File: src/rtl/kmc_pkg.sv
// ----------------------------------------------------------------------------
// kmc_pkg
// Shared types, constants and codes of the keypad menu controller.
// ----------------------------------------------------------------------------
package kmc_pkg;

    // Sizing
    localparam int QUEUE_SIZE      = 8;
    localparam int PROGRAM_ENTRIES = 4;
    localparam int KEY_COUNT       = 3;

    // Event queue holds one less than its nominal size
    localparam int FIFO_DEPTH = QUEUE_SIZE - 1;
    localparam int CNT_W      = $clog2(FIFO_DEPTH + 1);
    localparam int IDX_W      = (FIFO_DEPTH > 1) ? $clog2(FIFO_DEPTH) : 1;
    localparam int EIDX_W     = (PROGRAM_ENTRIES > 1) ? $clog2(PROGRAM_ENTRIES) : 1;

    localparam logic [CNT_W-1:0]  FIFO_FULL   = CNT_W'(FIFO_DEPTH);
    localparam logic [EIDX_W:0]   ENTRY_LIMIT = (EIDX_W + 1)'(PROGRAM_ENTRIES);

    // Arithmetic constants
    localparam logic [11:0] DAY_MINUTES = 12'd1440;
    localparam logic [10:0] STEP_HOUR   = 11'd60;
    localparam logic [10:0] STEP_MINUTE = 11'd1;
    localparam logic [10:0] STEP_TENMIN = 11'd10;
    localparam logic [15:0] SP_STEP     = 16'd5;

    // Configuration port
    localparam int ADDR_W = 3;
    localparam int DATA_W = 32;
    localparam logic REG_HOLD_TIMEOUT = 1'b0;
    localparam logic REG_SP_INITIAL   = 1'b1;
    localparam logic [15:0] HOLD_TIMEOUT_RESET = 16'd50;
    localparam logic [15:0] SP_INITIAL_RESET   = 16'd0;

    // Key codes
    localparam logic [1:0] KEY_UP   = 2'd0;
    localparam logic [1:0] KEY_DOWN = 2'd1;
    localparam logic [1:0] KEY_MENU = 2'd2;

    // Program entry field codes
    localparam logic [1:0] FIELD_TEMP   = 2'd0;
    localparam logic [1:0] FIELD_HOUR   = 2'd1;
    localparam logic [1:0] FIELD_TENMIN = 2'd2;
    localparam logic [1:0] FIELD_LAST   = 2'd2;

    typedef enum logic [2:0] {
        MODE_SP    = 3'd0,
        MODE_HOUR  = 3'd1,
        MODE_MIN   = 3'd2,
        MODE_PROG  = 3'd3,
        MODE_ONOFF = 3'd4
    } t_mode;

    // Input beat: one tick of key levels
    typedef struct packed {
        logic key_up;
        logic key_down;
        logic key_menu;
    } t_item;

    // Result beat
    typedef struct packed {
        logic [2:0]         menu_mode;
        logic signed [15:0] setpoint;
        logic [10:0]        time_offset;
        logic               control_on;
        logic [1:0]         entry_index;
        logic [1:0]         entry_field;
        logic signed [15:0] entry_temp;
        logic [10:0]        entry_minutes;
        logic               event_valid;
        logic               event_held;
        logic [1:0]         event_key;
        logic               program_saved;
    } t_result;

    // Queued key event
    typedef struct packed {
        logic       held;
        logic [1:0] key;
    } t_fifo_ent;

    // Per-tick token from front to back
    typedef struct packed {
        logic       valid;
        logic       held;
        logic [1:0] key;
    } t_event;

    // Setpoint load request from the configuration port
    typedef struct packed {
        logic        load;
        logic [15:0] value;
    } t_sp_load;

endpackage

File: src/rtl/kmc_front.sv
// ----------------------------------------------------------------------------
// kmc_front
// Key counters and drop-on-full event queue; emits one event token per tick.
// ----------------------------------------------------------------------------
module kmc_front (
    input  logic             i_clk,
    input  logic             i_rst_n,
    input  logic             i_accept,
    input  kmc_pkg::t_item   i_item,
    input  logic [15:0]      i_hold_timeout,
    output kmc_pkg::t_event  o_event
);
    import kmc_pkg::*;

    logic [15:0]      r_ctr  [KEY_COUNT];
    logic [15:0]      n_ctr  [KEY_COUNT];
    t_fifo_ent        r_fifo [FIFO_DEPTH];
    t_fifo_ent        n_fifo [FIFO_DEPTH];
    logic [CNT_W-1:0] r_count;
    logic [CNT_W-1:0] n_count;
    logic [KEY_COUNT-1:0] keys;
    logic             stop;
    logic [15:0]      cval;

    assign keys = {i_item.key_menu, i_item.key_down, i_item.key_up};

    // Count keys, queue press and held events, pop one event
    always_comb begin
        n_ctr   = r_ctr;
        n_fifo  = r_fifo;
        n_count = r_count;
        stop    = 1'b0;
        cval    = '0;
        o_event = '0;
        if (i_accept) begin
            for (int k = 0; k < KEY_COUNT; k++) begin
                if (!stop) begin
                    cval     = keys[k] ? r_ctr[k] + 16'd1 : 16'd0;
                    n_ctr[k] = cval;
                    if (cval == 16'd1) begin
                        if (n_count >= FIFO_FULL) begin
                            stop = 1'b1;
                        end else begin
                            n_fifo[n_count[IDX_W-1:0]] = '{held: 1'b0, key: 2'(k)};
                            n_count = n_count + CNT_W'(1);
                        end
                    end
                    if (!stop && (cval > i_hold_timeout)) begin
                        n_ctr[k] = 16'd1;
                        if (n_count >= FIFO_FULL) begin
                            stop = 1'b1;
                        end else begin
                            n_fifo[n_count[IDX_W-1:0]] = '{held: 1'b1, key: 2'(k)};
                            n_count = n_count + CNT_W'(1);
                        end
                    end
                end
            end
            // Pop the oldest event and shift the rest down
            if (n_count != '0) begin
                o_event = '{valid: 1'b1, held: n_fifo[0].held, key: n_fifo[0].key};
                for (int i = 0; i < FIFO_DEPTH - 1; i++) begin
                    n_fifo[i] = n_fifo[i + 1];
                end
                n_count = n_count - CNT_W'(1);
            end
        end
    end

    // Hold counters and queue fill
    always_ff @(posedge i_clk) begin
        if (!i_rst_n) begin
            for (int k = 0; k < KEY_COUNT; k++) begin
                r_ctr[k] <= '0;
            end
            r_count <= '0;
        end else begin
            r_ctr   <= n_ctr;
            r_count <= n_count;
        end
    end

    // Queue payload
    always_ff @(posedge i_clk) begin
        r_fifo <= n_fifo;
    end

endmodule

File: src/rtl/kmc_link.sv
// ----------------------------------------------------------------------------
// kmc_link
// Two-entry token queue between front and back.
// ----------------------------------------------------------------------------
module kmc_link (
    input  logic             i_clk,
    input  logic             i_rst_n,
    input  logic             i_push,
    input  kmc_pkg::t_event  i_event,
    output logic             o_full,
    input  logic             i_pop,
    output logic             o_empty,
    output kmc_pkg::t_event  o_event
);
    import kmc_pkg::*;

    t_event     r_buf [2];
    logic       r_wr;
    logic       r_rd;
    logic [1:0] r_cnt;

    assign o_full  = (r_cnt == 2'd2);
    assign o_empty = (r_cnt == 2'd0);
    assign o_event = r_buf[r_rd];

    // Advance pointers and fill
    always_ff @(posedge i_clk) begin
        if (!i_rst_n) begin
            r_wr  <= 1'b0;
            r_rd  <= 1'b0;
            r_cnt <= 2'd0;
        end else begin
            if (i_push) begin
                r_wr <= ~r_wr;
            end
            if (i_pop) begin
                r_rd <= ~r_rd;
            end
            r_cnt <= r_cnt + {1'b0, i_push} - {1'b0, i_pop};
        end
    end

    // Hold beat payload
    always_ff @(posedge i_clk) begin
        if (i_push) begin
            r_buf[r_wr] <= i_event;
        end
    end

endmodule

File: src/rtl/kmc_back.sv
// ----------------------------------------------------------------------------
// kmc_back
// Menu state machine: dispatches event tokens and queues result beats.
// ----------------------------------------------------------------------------
module kmc_back (
    input  logic              i_clk,
    input  logic              i_rst_n,
    input  kmc_pkg::t_sp_load i_sp_load,
    input  logic              i_link_empty,
    input  kmc_pkg::t_event   i_event,
    output logic              o_take,
    input  logic              i_pop,
    output logic              o_empty,
    output kmc_pkg::t_result  o_result
);
    import kmc_pkg::*;

    // Add or subtract a step on minutes of the day, wrapping
    function automatic logic [10:0] day_step(logic [10:0] m, logic [10:0] step, logic up);
        logic [11:0] s;
        if (up) begin
            s = {1'b0, m} + {1'b0, step};
            if (s >= DAY_MINUTES) begin
                s = s - DAY_MINUTES;
            end
        end else if (m < step) begin
            s = {1'b0, m} + DAY_MINUTES - {1'b0, step};
        end else begin
            s = {1'b0, m} - {1'b0, step};
        end
        return s[10:0];
    endfunction

    t_mode             r_mode, n_mode;
    logic [15:0]       r_setpoint, n_setpoint;
    logic [10:0]       r_offset, n_offset;
    logic              r_control, n_control;
    logic [EIDX_W-1:0] r_index, n_index;
    logic [1:0]        r_field, n_field;
    logic [15:0]       r_temps [PROGRAM_ENTRIES];
    logic [15:0]       n_temps [PROGRAM_ENTRIES];
    logic [10:0]       r_mins  [PROGRAM_ENTRIES];
    logic [10:0]       n_mins  [PROGRAM_ENTRIES];
    logic              saved;
    logic              is_up;
    logic              is_down;
    logic              is_menu;
    logic [10:0]       step;
    logic [EIDX_W:0]   idx_inc;
    t_result           result;

    t_result           r_out [2];
    logic              r_out_wr;
    logic              r_out_rd;
    logic [1:0]        r_out_cnt;
    logic              out_pop;

    assign o_take   = !i_link_empty && (r_out_cnt != 2'd2);
    assign o_empty  = (r_out_cnt == 2'd0);
    assign o_result = r_out[r_out_rd];
    assign out_pop  = i_pop && !o_empty;
    assign is_up    = (i_event.key == KEY_UP);
    assign is_down  = (i_event.key == KEY_DOWN);
    assign is_menu  = (i_event.key == KEY_MENU);

    // Dispatch the event against the current mode
    always_comb begin
        n_mode     = r_mode;
        n_setpoint = r_setpoint;
        n_offset   = r_offset;
        n_control  = r_control;
        n_index    = r_index;
        n_field    = r_field;
        n_temps    = r_temps;
        n_mins     = r_mins;
        saved      = 1'b0;
        step       = (r_mode == MODE_HOUR) ? STEP_HOUR : STEP_MINUTE;
        idx_inc    = {1'b0, r_index} + (EIDX_W + 1)'(1);
        if (o_take && i_event.valid) begin
            case (r_mode)
                MODE_SP: begin
                    if (is_up) begin
                        n_setpoint = r_setpoint + SP_STEP;
                    end else if (is_down) begin
                        n_setpoint = r_setpoint - SP_STEP;
                    end else if (is_menu && !i_event.held) begin
                        n_mode = MODE_HOUR;
                    end
                end
                MODE_HOUR, MODE_MIN: begin
                    if (is_up || is_down) begin
                        n_offset = day_step(r_offset, step, is_up);
                    end else if (is_menu && !i_event.held) begin
                        n_mode = (r_mode == MODE_HOUR) ? MODE_MIN : MODE_PROG;
                    end
                end
                MODE_PROG: begin
                    if (is_up || is_down) begin
                        case (r_field)
                            FIELD_TEMP: begin
                                n_temps[r_index] = is_up ? r_temps[r_index] + SP_STEP
                                                         : r_temps[r_index] - SP_STEP;
                            end
                            FIELD_HOUR: begin
                                n_mins[r_index] = day_step(r_mins[r_index], STEP_HOUR, is_up);
                            end
                            FIELD_TENMIN: begin
                                n_mins[r_index] = day_step(r_mins[r_index], STEP_TENMIN,
                                                           is_up);
                            end
                            default: begin
                            end
                        endcase
                    end else if (is_menu) begin
                        if (i_event.held) begin
                            n_index = '0;
                            n_field = FIELD_TEMP;
                            n_mode  = MODE_SP;
                            saved   = 1'b1;
                        end else if (r_field >= FIELD_LAST) begin
                            n_field = FIELD_TEMP;
                            if (idx_inc >= ENTRY_LIMIT) begin
                                n_index = '0;
                                n_mode  = MODE_ONOFF;
                                saved   = 1'b1;
                            end else begin
                                n_index = idx_inc[EIDX_W-1:0];
                            end
                        end else begin
                            n_field = r_field + 2'd1;
                        end
                    end
                end
                MODE_ONOFF: begin
                    if (!i_event.held) begin
                        if (is_up) begin
                            n_control = 1'b1;
                        end else if (is_down) begin
                            n_control = 1'b0;
                        end else if (is_menu) begin
                            n_mode = MODE_SP;
                        end
                    end
                end
                default: begin
                end
            endcase
        end
    end

    // Build the result beat from the updated state
    always_comb begin
        result.menu_mode     = n_mode;
        result.setpoint      = n_setpoint;
        result.time_offset   = n_offset;
        result.control_on    = n_control;
        result.entry_index   = 2'(n_index);
        result.entry_field   = n_field;
        result.entry_temp    = n_temps[n_index];
        result.entry_minutes = n_mins[n_index];
        result.event_valid   = i_event.valid;
        result.event_held    = i_event.held;
        result.event_key     = i_event.key;
        result.program_saved = saved;
    end

    // Hold menu state
    always_ff @(posedge i_clk) begin
        if (!i_rst_n) begin
            r_mode     <= MODE_SP;
            r_setpoint <= SP_INITIAL_RESET;
            r_offset   <= '0;
            r_control  <= 1'b1;
            r_index    <= '0;
            r_field    <= FIELD_TEMP;
            for (int i = 0; i < PROGRAM_ENTRIES; i++) begin
                r_temps[i] <= '0;
                r_mins[i]  <= '0;
            end
        end else begin
            r_mode     <= n_mode;
            r_setpoint <= i_sp_load.load ? i_sp_load.value : n_setpoint;
            r_offset   <= n_offset;
            r_control  <= n_control;
            r_index    <= n_index;
            r_field    <= n_field;
            r_temps    <= n_temps;
            r_mins     <= n_mins;
        end
    end

    // Advance result queue pointers
    always_ff @(posedge i_clk) begin
        if (!i_rst_n) begin
            r_out_wr  <= 1'b0;
            r_out_rd  <= 1'b0;
            r_out_cnt <= 2'd0;
        end else begin
            if (o_take) begin
                r_out_wr <= ~r_out_wr;
            end
            if (out_pop) begin
                r_out_rd <= ~r_out_rd;
            end
            r_out_cnt <= r_out_cnt + {1'b0, o_take} - {1'b0, out_pop};
        end
    end

    // Hold result payload
    always_ff @(posedge i_clk) begin
        if (o_take) begin
            r_out[r_out_wr] <= result;
        end
    end

endmodule

File: src/rtl/keypad_menu_controller_top.sv
// ----------------------------------------------------------------------------
// keypad_menu_controller_top
// Three-key front-panel menu controller with register port.
// ----------------------------------------------------------------------------
// One input beat is one key sampling tick and gives exactly one result beat.
// The block takes one tick per clock cycle while full is low. Each tick waits in
// the token queue, then the menu logic writes its result beat into the result
// queue for pop. The front updates the key counters and the event queue and
// pops at most one event per tick. A two-entry token queue feeds the menu
// logic, which dispatches one event per cycle, while the result queue has room,
// into a two-entry result queue. When pop stays low, both queues fill and full
// rises. Write hold_timeout at 0x0 and setpoint_initial at 0x4 only while no
// tick is in flight; a setpoint_initial write also loads the current setpoint.
module keypad_menu_controller_top (
    input  logic                          i_clk,
    input  logic                          i_rst_n,
    // Tick input
    input  logic                          push,
    output logic                          full,
    input  kmc_pkg::t_item                i_item,
    // Result output
    output logic                          empty,
    input  logic                          pop,
    output kmc_pkg::t_result              o_result,
    // Register port
    input  logic                          psel,
    input  logic                          penable,
    input  logic                          pwrite,
    input  logic [kmc_pkg::ADDR_W-1:0]    paddr,
    input  logic [kmc_pkg::DATA_W-1:0]    pwdata,
    output logic [kmc_pkg::DATA_W-1:0]    prdata,
    output logic                          pready
);
    import kmc_pkg::*;

    logic [15:0] r_hold_timeout;
    logic [15:0] r_sp_initial;
    logic        wr_en;
    logic        accept;
    t_sp_load    sp_load;
    t_event      front_event;
    t_event      link_event;
    logic        link_empty;
    logic        link_full;
    logic        back_take;

    assign pready = 1'b1;
    assign wr_en  = psel && penable && pwrite && pready;
    assign accept = push && !full;
    assign full   = link_full;

    assign sp_load.load  = wr_en && (paddr[2] == REG_SP_INITIAL);
    assign sp_load.value = pwdata[15:0];

    // Register writes
    always_ff @(posedge i_clk) begin
        if (!i_rst_n) begin
            r_hold_timeout <= HOLD_TIMEOUT_RESET;
            r_sp_initial   <= SP_INITIAL_RESET;
        end else if (wr_en) begin
            case (paddr[2])
                REG_HOLD_TIMEOUT: r_hold_timeout <= pwdata[15:0];
                REG_SP_INITIAL:   r_sp_initial   <= pwdata[15:0];
                default: begin
                end
            endcase
        end
    end

    // Register reads
    always_comb begin
        case (paddr[2])
            REG_HOLD_TIMEOUT: prdata = {{(DATA_W - 16){1'b0}}, r_hold_timeout};
            REG_SP_INITIAL:   prdata = {{(DATA_W - 16){1'b0}}, r_sp_initial};
            default:          prdata = '0;
        endcase
    end

    kmc_front u_front (
        .i_clk          (i_clk),
        .i_rst_n        (i_rst_n),
        .i_accept       (accept),
        .i_item         (i_item),
        .i_hold_timeout (r_hold_timeout),
        .o_event        (front_event)
    );

    kmc_link u_link (
        .i_clk   (i_clk),
        .i_rst_n (i_rst_n),
        .i_push  (accept),
        .i_event (front_event),
        .o_full  (link_full),
        .i_pop   (back_take),
        .o_empty (link_empty),
        .o_event (link_event)
    );

    kmc_back u_back (
        .i_clk        (i_clk),
        .i_rst_n      (i_rst_n),
        .i_sp_load    (sp_load),
        .i_link_empty (link_empty),
        .i_event      (link_event),
        .o_take       (back_take),
        .i_pop        (pop),
        .o_empty      (empty),
        .o_result     (o_result)
    );

endmodule

File: config.mk
export PLATFORM = sky130hd
export DESIGN_NAME = keypad_menu_controller_top
export DESIGN_NICKNAME = d
export VERILOG_FILES = /design/src/rtl/kmc_pkg.sv /design/src/rtl/kmc_front.sv /design/src/rtl/kmc_link.sv /design/src/rtl/kmc_back.sv /design/src/rtl/keypad_menu_controller_top.sv
export SDC_FILE = /design/constraint.sdc
export NUM_CORES = 1
export LEC_CHECK = 0
export BUFFER_PORTS_ARGS = -buffer_cell sky130_fd_sc_hd__buf_4
export CELL_PAD_IN_SITES_DETAIL_PLACEMENT = 0
export CELL_PAD_IN_SITES_GLOBAL_PLACEMENT = 1
export CORE_MARGIN = 8
export CORE_UTILIZATION = 43
export DETAILED_ROUTE_END_ITERATION = 10
export PLACE_DENSITY_LB_ADDON = 0.12
export SETUP_SLACK_MARGIN = 0.5
export SLEW_MARGIN = 20
export SYNTH_ARGS = -nofsm -noshare
export SYNTH_HDL_FRONTEND = slang
export SYNTH_SLANG_ARGS = --single-unit
File: constraint.sdc
create_clock -name i_clk -period 11.45 [get_ports i_clk]
set_input_delay 1.7175 -clock i_clk [delete_from_list [all_inputs] [get_ports i_clk]]
set_output_delay 1.7175 -clock i_clk [all_outputs]
set_load 0.005 [all_outputs]
# After elaboration in Yosys (flattened, before gate mapping)
# Memories as Yosys holds them, arrays and structs flattened. A register that Yosys moved wholly into a read port is not among the register bits.
# Cells that the tools add are included.
# word_totals
in_bits,45
rom_bits,0
ram_bits,142
mem_count,2
register_bits,255
out_inout_bits,102
word_cells,378
latchBits,0
# mem_list
memory,depth,word_bits,read_ports,rd_ports_with_merged_regs,wr,line_no,source
u_back.r_out,2,67,1,1,1,kmc_back.sv:52,t_result r_out [2];
u_link.r_buf,2,4,1,1,1,kmc_link.sv:17,t_event r_buf [2];
# op_classes
muxes,188
reduce_logical,37
div,0
add_sub_neg,34
n_lt_le_gt_ge,32
bitwise_logic,32
n_eq_ne,13
n_mul,0
n_shift,0
# op_table
op,count
$mux 21,21
$mux 11,25
$mux 16,17
$mux 64,4
$mux 3,44
$mux 44,3
$bwmux 44,2
$pmux 44 s2,1
$bmux 16 s2,2
$bwmux 64,1
$pmux 32 s2,1
$demux 3 s3,6
$add 16x1->16 const B,3
$eq 16x1->1 const B,3
$gt 16x16->1,3
$bmux 11 s2,2
$and 14x14->14,3
$not 14->14,3
$mux 1,39
$ge 12x11->1 const B,3
$sub 11x11->11 const B,3
$add 16x3->16 const B,2
$demux 16 s2,1
$sub 16x3->16 const B,2
50 further kinds,142

# Logic depth before layout (Yosys ltp)
# logic_depth
ltp_word,36
depth_mapped,51
depth_no_buf,49

# Modules after synthesis
# Synthesis repeated with hierarchy kept, for this count alone.
# hier_totals
hier_cells,2938
area_unflattened_um2,26494.2
# by_module_without_submodules
module,area_each_um2,instances,cells_per_inst
kmc_back,16945.0,1,1778
kmc_front,7413.4,1,961
keypad_menu_controller_top,1625.3,1,166
kmc_link,510.5,1,33

# Worst setup path before layout
# OpenSTA, ideal clock, no wires.
# synth_timing
path_type,input to register
startpoint,input i_item[2] (netlist name)
endpoint,"register u_front.r_fifo[10] (netlist name), data pin"
setup_time_ns,0.260
setup_slack_ns,-0.587
arrival_ns,11.777
t_required_ns,11.190
cell_stages,45
path_cell_list,nand2b_1 or3_1 or3_1 or4_4 or4b_4 o21ai_1 nand2_1 ha_1 ha_1 a2111o_1 a21o_2 nor3_1 a21oi_1 ha_1 ha_1 nor2_1 a211oi_2 nor2_1 (+9 left out) ha_1 ha_1 or2_2 buf_1 nor3_2 a21oi_1 ha_1 ha_1 inv_1 nand2_1 o21a_1 and4_1 o31a_1 ha_1 ha_1 inv_1 clkbuf_1 mux2_2
# synth_between
elab_chain_cells,34
word_cells_on_any_way,117
cone_classes,add/sub (5); order compare (16); eq/ne (1); mux (70); bitwise (13); reduce/logical (12)
# synth_rtl
item,line_no,source
start: declaration,keypad_menu_controller_top.sv:20,"input kmc_pkg::t_item i_item,"
$mux 16 (*),kmc_front.sv:38,cval = keys[k] ? r_ctr[k] + 16'd1 : 16'd0;
"parallel branches: the longest is 32 deep, another holds $add 3x1->3",n/a,
$mux 18 (*),kmc_front.sv:60,if (n_count != '0) begin
end signal: assignment,kmc_front.sv:85,r_fifo <= n_fifo;
end: declaration,kmc_front.sv:17,t_fifo_ent r_fifo [FIFO_DEPTH];
# Every way passes the cells marked *. The select of a mux whose other input is x is not followed.
# A chain may end at the register's enable or synchronous reset.

# Worst setup path after layout
# layout_timing
startpoint,input i_item[2] (netlist name)
endpoint,"register u_front.r_fifo[15] (netlist name), data pin"
# layout_between
elab_chain_cells,34
word_cells_on_any_way,117
cone_classes,add/sub (5); order compare (16); eq/ne (1); mux (70); bitwise (13); reduce/logical (12)
# layout_rtl
item,line_no,source
$mux 16 (*),kmc_front.sv:38,
$eq 16x1->1,kmc_front.sv:40,if (cval == 16'd1) begin
$mux 3 / $mux 1 (equally long branches),kmc_front.sv:40,
$mux 3 / $mux 1 (equally long branches),kmc_front.sv:35,if (i_accept) begin
"$add 3x1->3, or another cell as far along",kmc_front.sv:54,n_count = n_count + CNT_W'(1);
"$mux 3, or another cell as far along",kmc_front.sv:50,if (n_count >= FIFO_FULL) begin
$mux 3 / $logic_and 1x1->1 (equally long branches),"kmc_front.sv:48, kmc_front.sv:53",
$mux 3 (on tied branches),"kmc_front.sv:35, kmc_front.sv:53",
(+18 left out),n/a,
$mux 3 (implied by the code) / $mux 21 (equally long branches),"kmc_front.sv:53, kmc_front.sv:40",
$demux 3 s3 / $mux 21 (equally long branches),"kmc_front.sv:53, kmc_front.sv:37",
$not 7->7 (no line) / $mux 21 (equally long branches),n/a,
$and 7x7->7 (no line),n/a,
$mux 21,kmc_front.sv:50,
$mux 21,kmc_front.sv:48,if (!stop && (cval > i_hold_timeout)) begin
$mux 21,kmc_front.sv:37,if (!stop) begin
$mux 18 (*),kmc_front.sv:60,
# Mark *: on every way between the ends. The rest lies on a longest branch, timed or not. The select of a mux whose other input is x is not followed.

==> flow_summary.json <==
{
  "synthArstFlopShare_pct": 0,
  "setup-tns-final_ns": 0,
  "ys_types": 106,
  "hp-class": "flop to flop",
  "synth_edf_count": 163,
  "post-synth-top-area-cell": "edfxtp_1",
  "initial_core_util_pct": 43.1,
  "synth.avg_cell_area_um2": 8.82,
  "synth_commonest_cells": "352 x nand2_1, 297 x nor2_1, 236 x dfxtp_1",
  "grt_usage_pct": 20.7,
  "setup_violations": 0,
  "vias": 21200,
  "fmax_mhz": 94.6,
  "h-tree-depth": 2,
  "fillers": 5645,
  "numCtsBuffers": 47,
  "clk_pin_slew_worst_paths_ns": 0.06,
  "crit_required_ns": 11.87,
  "worst_slew_pin_slew_ns": 1.14,
  "first_iter_violations": 1461,
  "period_share_pct": 92.3,
  "cts.sinks": 399,
  "cp_common_cell": "ha_2",
  "ir_drop_uv": 109,
  "arrival_ns": 10.98,
  "crit_path_max_incr_delay_ns": 0.60,
  "ctsLongestPathBuffers": 3,
  "place_congestion": 0.850,
  "ioPinCount": 147,
  "ys_ff_latch": 399,
  "place_hpwl_um": 49800,
  "cp_max_fo": 11,
  "port_buffers": 111,
  "syn_inst": 2866,
  "path_buf_inv": 9,
  "seq_area_um2": 9620,
  "end_kind": "flop",
  "cap_violations": 0,
  "clock_skew_ns": 0.0255,
  "die_area_um2": 66800,
  "first_global_vias": 20700,
  "start_kind": "input pin",
  "synth_area_um2": 25300,
  "place_area_um2": 27000,
  "hold_viol": 0,
  "drt_wl_total_um": 71600,
  "power_leakage_nw": 11.3,
  "fp.dieH_um": 258,
  "ys.warnings.count": 0,
  "num_antenna_cells": 0,
  "clock-root-buffer": "clkbuf_16",
  "cts_tree": "built",
  "yosysSeqAreaShare_pct": 38.1,
  "drc": 0,
  "insertion_delay_ns": 0.59,
  "row_count": 89,
  "ys_top_cells_by_area": "edfxtp_1 19%, dfxtp_1 19%, ha_1 6.8%, nand2_1 5.2%, nor2_1 4.4%",
  "wire_per_inst_um": 19.1,
  "viasPerCell": 5.66,
  "cpLargestDelayFamily": "simple AND/OR/NAND/NOR gates",
  "grt_pass1_wl_um": 113000,
  "syn_to_final_growth_pct": 14.1,
  "period_minus_slack_ns": 10.57,
  "firstDrtPassIters": 6,
  "grt_max_degree": 89,
  "relSlewSlack_pct": 23.5,
  "overflow": 0,
  "cellPowerDensity_nw_per_um2": 192,
  "multi_input_area_um2": 14800,
  "nNetsFinal": 3128,
  "crit_slowest_cell": "or4b_4",
  "synth_ff_type": "dfxtp_1",
  "status": "completed",
  "yosysMostFrequentCell": "nand2_1",
  "worstSetupPathType": "input pin to flop",
  "drive_gt1_share_pct": 15.1,
  "finalInstanceArea_um2": 28800,
  "drv_slew": 0,
  "grt_antenna_before_repair": 0,
  "rsz0062_at_grt": "no",
  "synth_top_area_share_pct": 19.4,
  "fp.dieW_um": 258,
  "drtAntennaViolNets": 0,
  "coreArea_um2": 58600
}
[what timing repair did]
| item | in CTS | in global routing |
|---|---|---|
| endpoints found under the setup margin | 0 | 29 |
| hold buffers | 0 | 0 |
| setup buffers | 0 | 11 |
| gates resized for setup | 0 | 13 |
| hold endpoints to repair | 0 | 0 |
[cell type report]
type	instances	area share (%)
multi-input cells	2200	51.4
flip-flops and latches	399	33.4
repair buffers	173	4.61
clock buffers	55	4.18
well taps	773	3.36
inverters	119	1.59
clock inverters	32	1.48
[state kept, by name, indices dropped and copies added (netlist names), 8 cells and up, named ones only]
register and count:
u_back.r_setpoint 16, u_back.r_offset 11, r_hold_timeout 16, u_front.r_ctr 48, u_link.r_buf 8, u_front.r_fifo 21, u_back.r_mins 44, r_sp_initial 16
u_back.r_out 134, u_back.r_temps 64
[report_power, final]
part / internal (mW) / switching (mW)
sequential: 1.80 / 0.120
clock: 0.963 / 0.628
combinational: 0.878 / 1.15
total: 3.64 / 1.89
[placed cells by master (no fill, tap or decap), types with 89 or more instances in the layout]
| cell | count |
|---|---|
| a21oi_1 | 194 |
| buf_4 | 170 |
| dfxtp_1 | 234 |
| edfxtp_1 | 163 |
| ha_1 | 128 |
| inv_1 | 104 |
| nand2_1 | 348 |
| nor2_1 | 291 |
| o21ai_0 | 141 |
| xnor2_1 | 89 |
[worst register-to-register path: cells and delay by family (launching register included)]
| kind | cells | cell delay, ns |
|---|---|---|
| adders and majority gates | 13 | 2.37 |
| buffers and inverters | 8 | 0.85 |
| AOI/OAI and AO/OA | 12 | 2.57 |
| and+or+nand+nor | 15 | 3.55 |
| DFF | 1 | 0.35 |
| xor gates and xnor gates | 1 | 0.17 |
[metrics by stage]
| step | instances | hold WS [ns] | power, mW | setup slack (ns) | util (%) |
|---|---|---|---|---|---|
| 5_1_grt | 3751 | 0.471 | 5.87 | 0.497 | 49.2 |
| 3_3_place_gp | 3652 | 0.442 | 3.92 | 0.211 | 46.1 |
| 2_1_floorplan | 2881 | 0.433 | 3.24 | 0.515 | - |
| 4_1_cts | 3739 | 0.458 | 5.57 | 0.638 | 48.9 |
| 6_report | 3751 | 0.457 | 5.54 | 0.884 | 49.2 |
| 3_5_place_dp | 3652 | 0.450 | 3.96 | 0.0360 | 46.1 |
[layer usage]
| layer | up-vias | wire [um] | global-route usage (%) |
|---|---|---|---|
| met4 | 0 | 1740 | 5.97 |
| met2 | 474 | 34300 | 35.6 |
| met3 | 111 | 3180 | 2.71 |
| met5 | - | 0 | 0 |
| li1 | 10400 | - | - |
| met1 | 10200 | 32400 | 27.1 |
[final timing paths]
check                     startpoint                  to  slack, ns  depth (start not counted)
setup / recovery           i_item[2]  u_front.r_fifo[15]       0.88                         49
hold / removal    r_hold_timeout[10]  r_hold_timeout[10]       0.46                          2
setup reg to reg   u_front.r_ctr[32]  u_front.r_fifo[15]       1.40                         49
hold reg to reg   r_hold_timeout[10]  r_hold_timeout[10]       0.46                          2
[logic make-up (layout without fill, tap and decap cells)]
| group | Yosys count | in the layout | synth area share (%) |
|---|---|---|---|
| AND/OR/NAND/NOR | 1097 | 1097 | 20.6 |
| AO/OA/AOI/OAI | 642 | 642 | 16.6 |
| flip-flops | 399 | 399 | 38.1 |
| buffers and inverters | 282 | 379 | 4.48 |
| multiplexers | 172 | 172 | 8.52 |
| adder cells (fa/ha/maj) | 143 | 143 | 7.26 |
| XOR/XNOR | 129 | 129 | 4.47 |
| other | 2 | 17 | 0.0297 |
No activity file was read; power rests on OpenSTA's default activity.
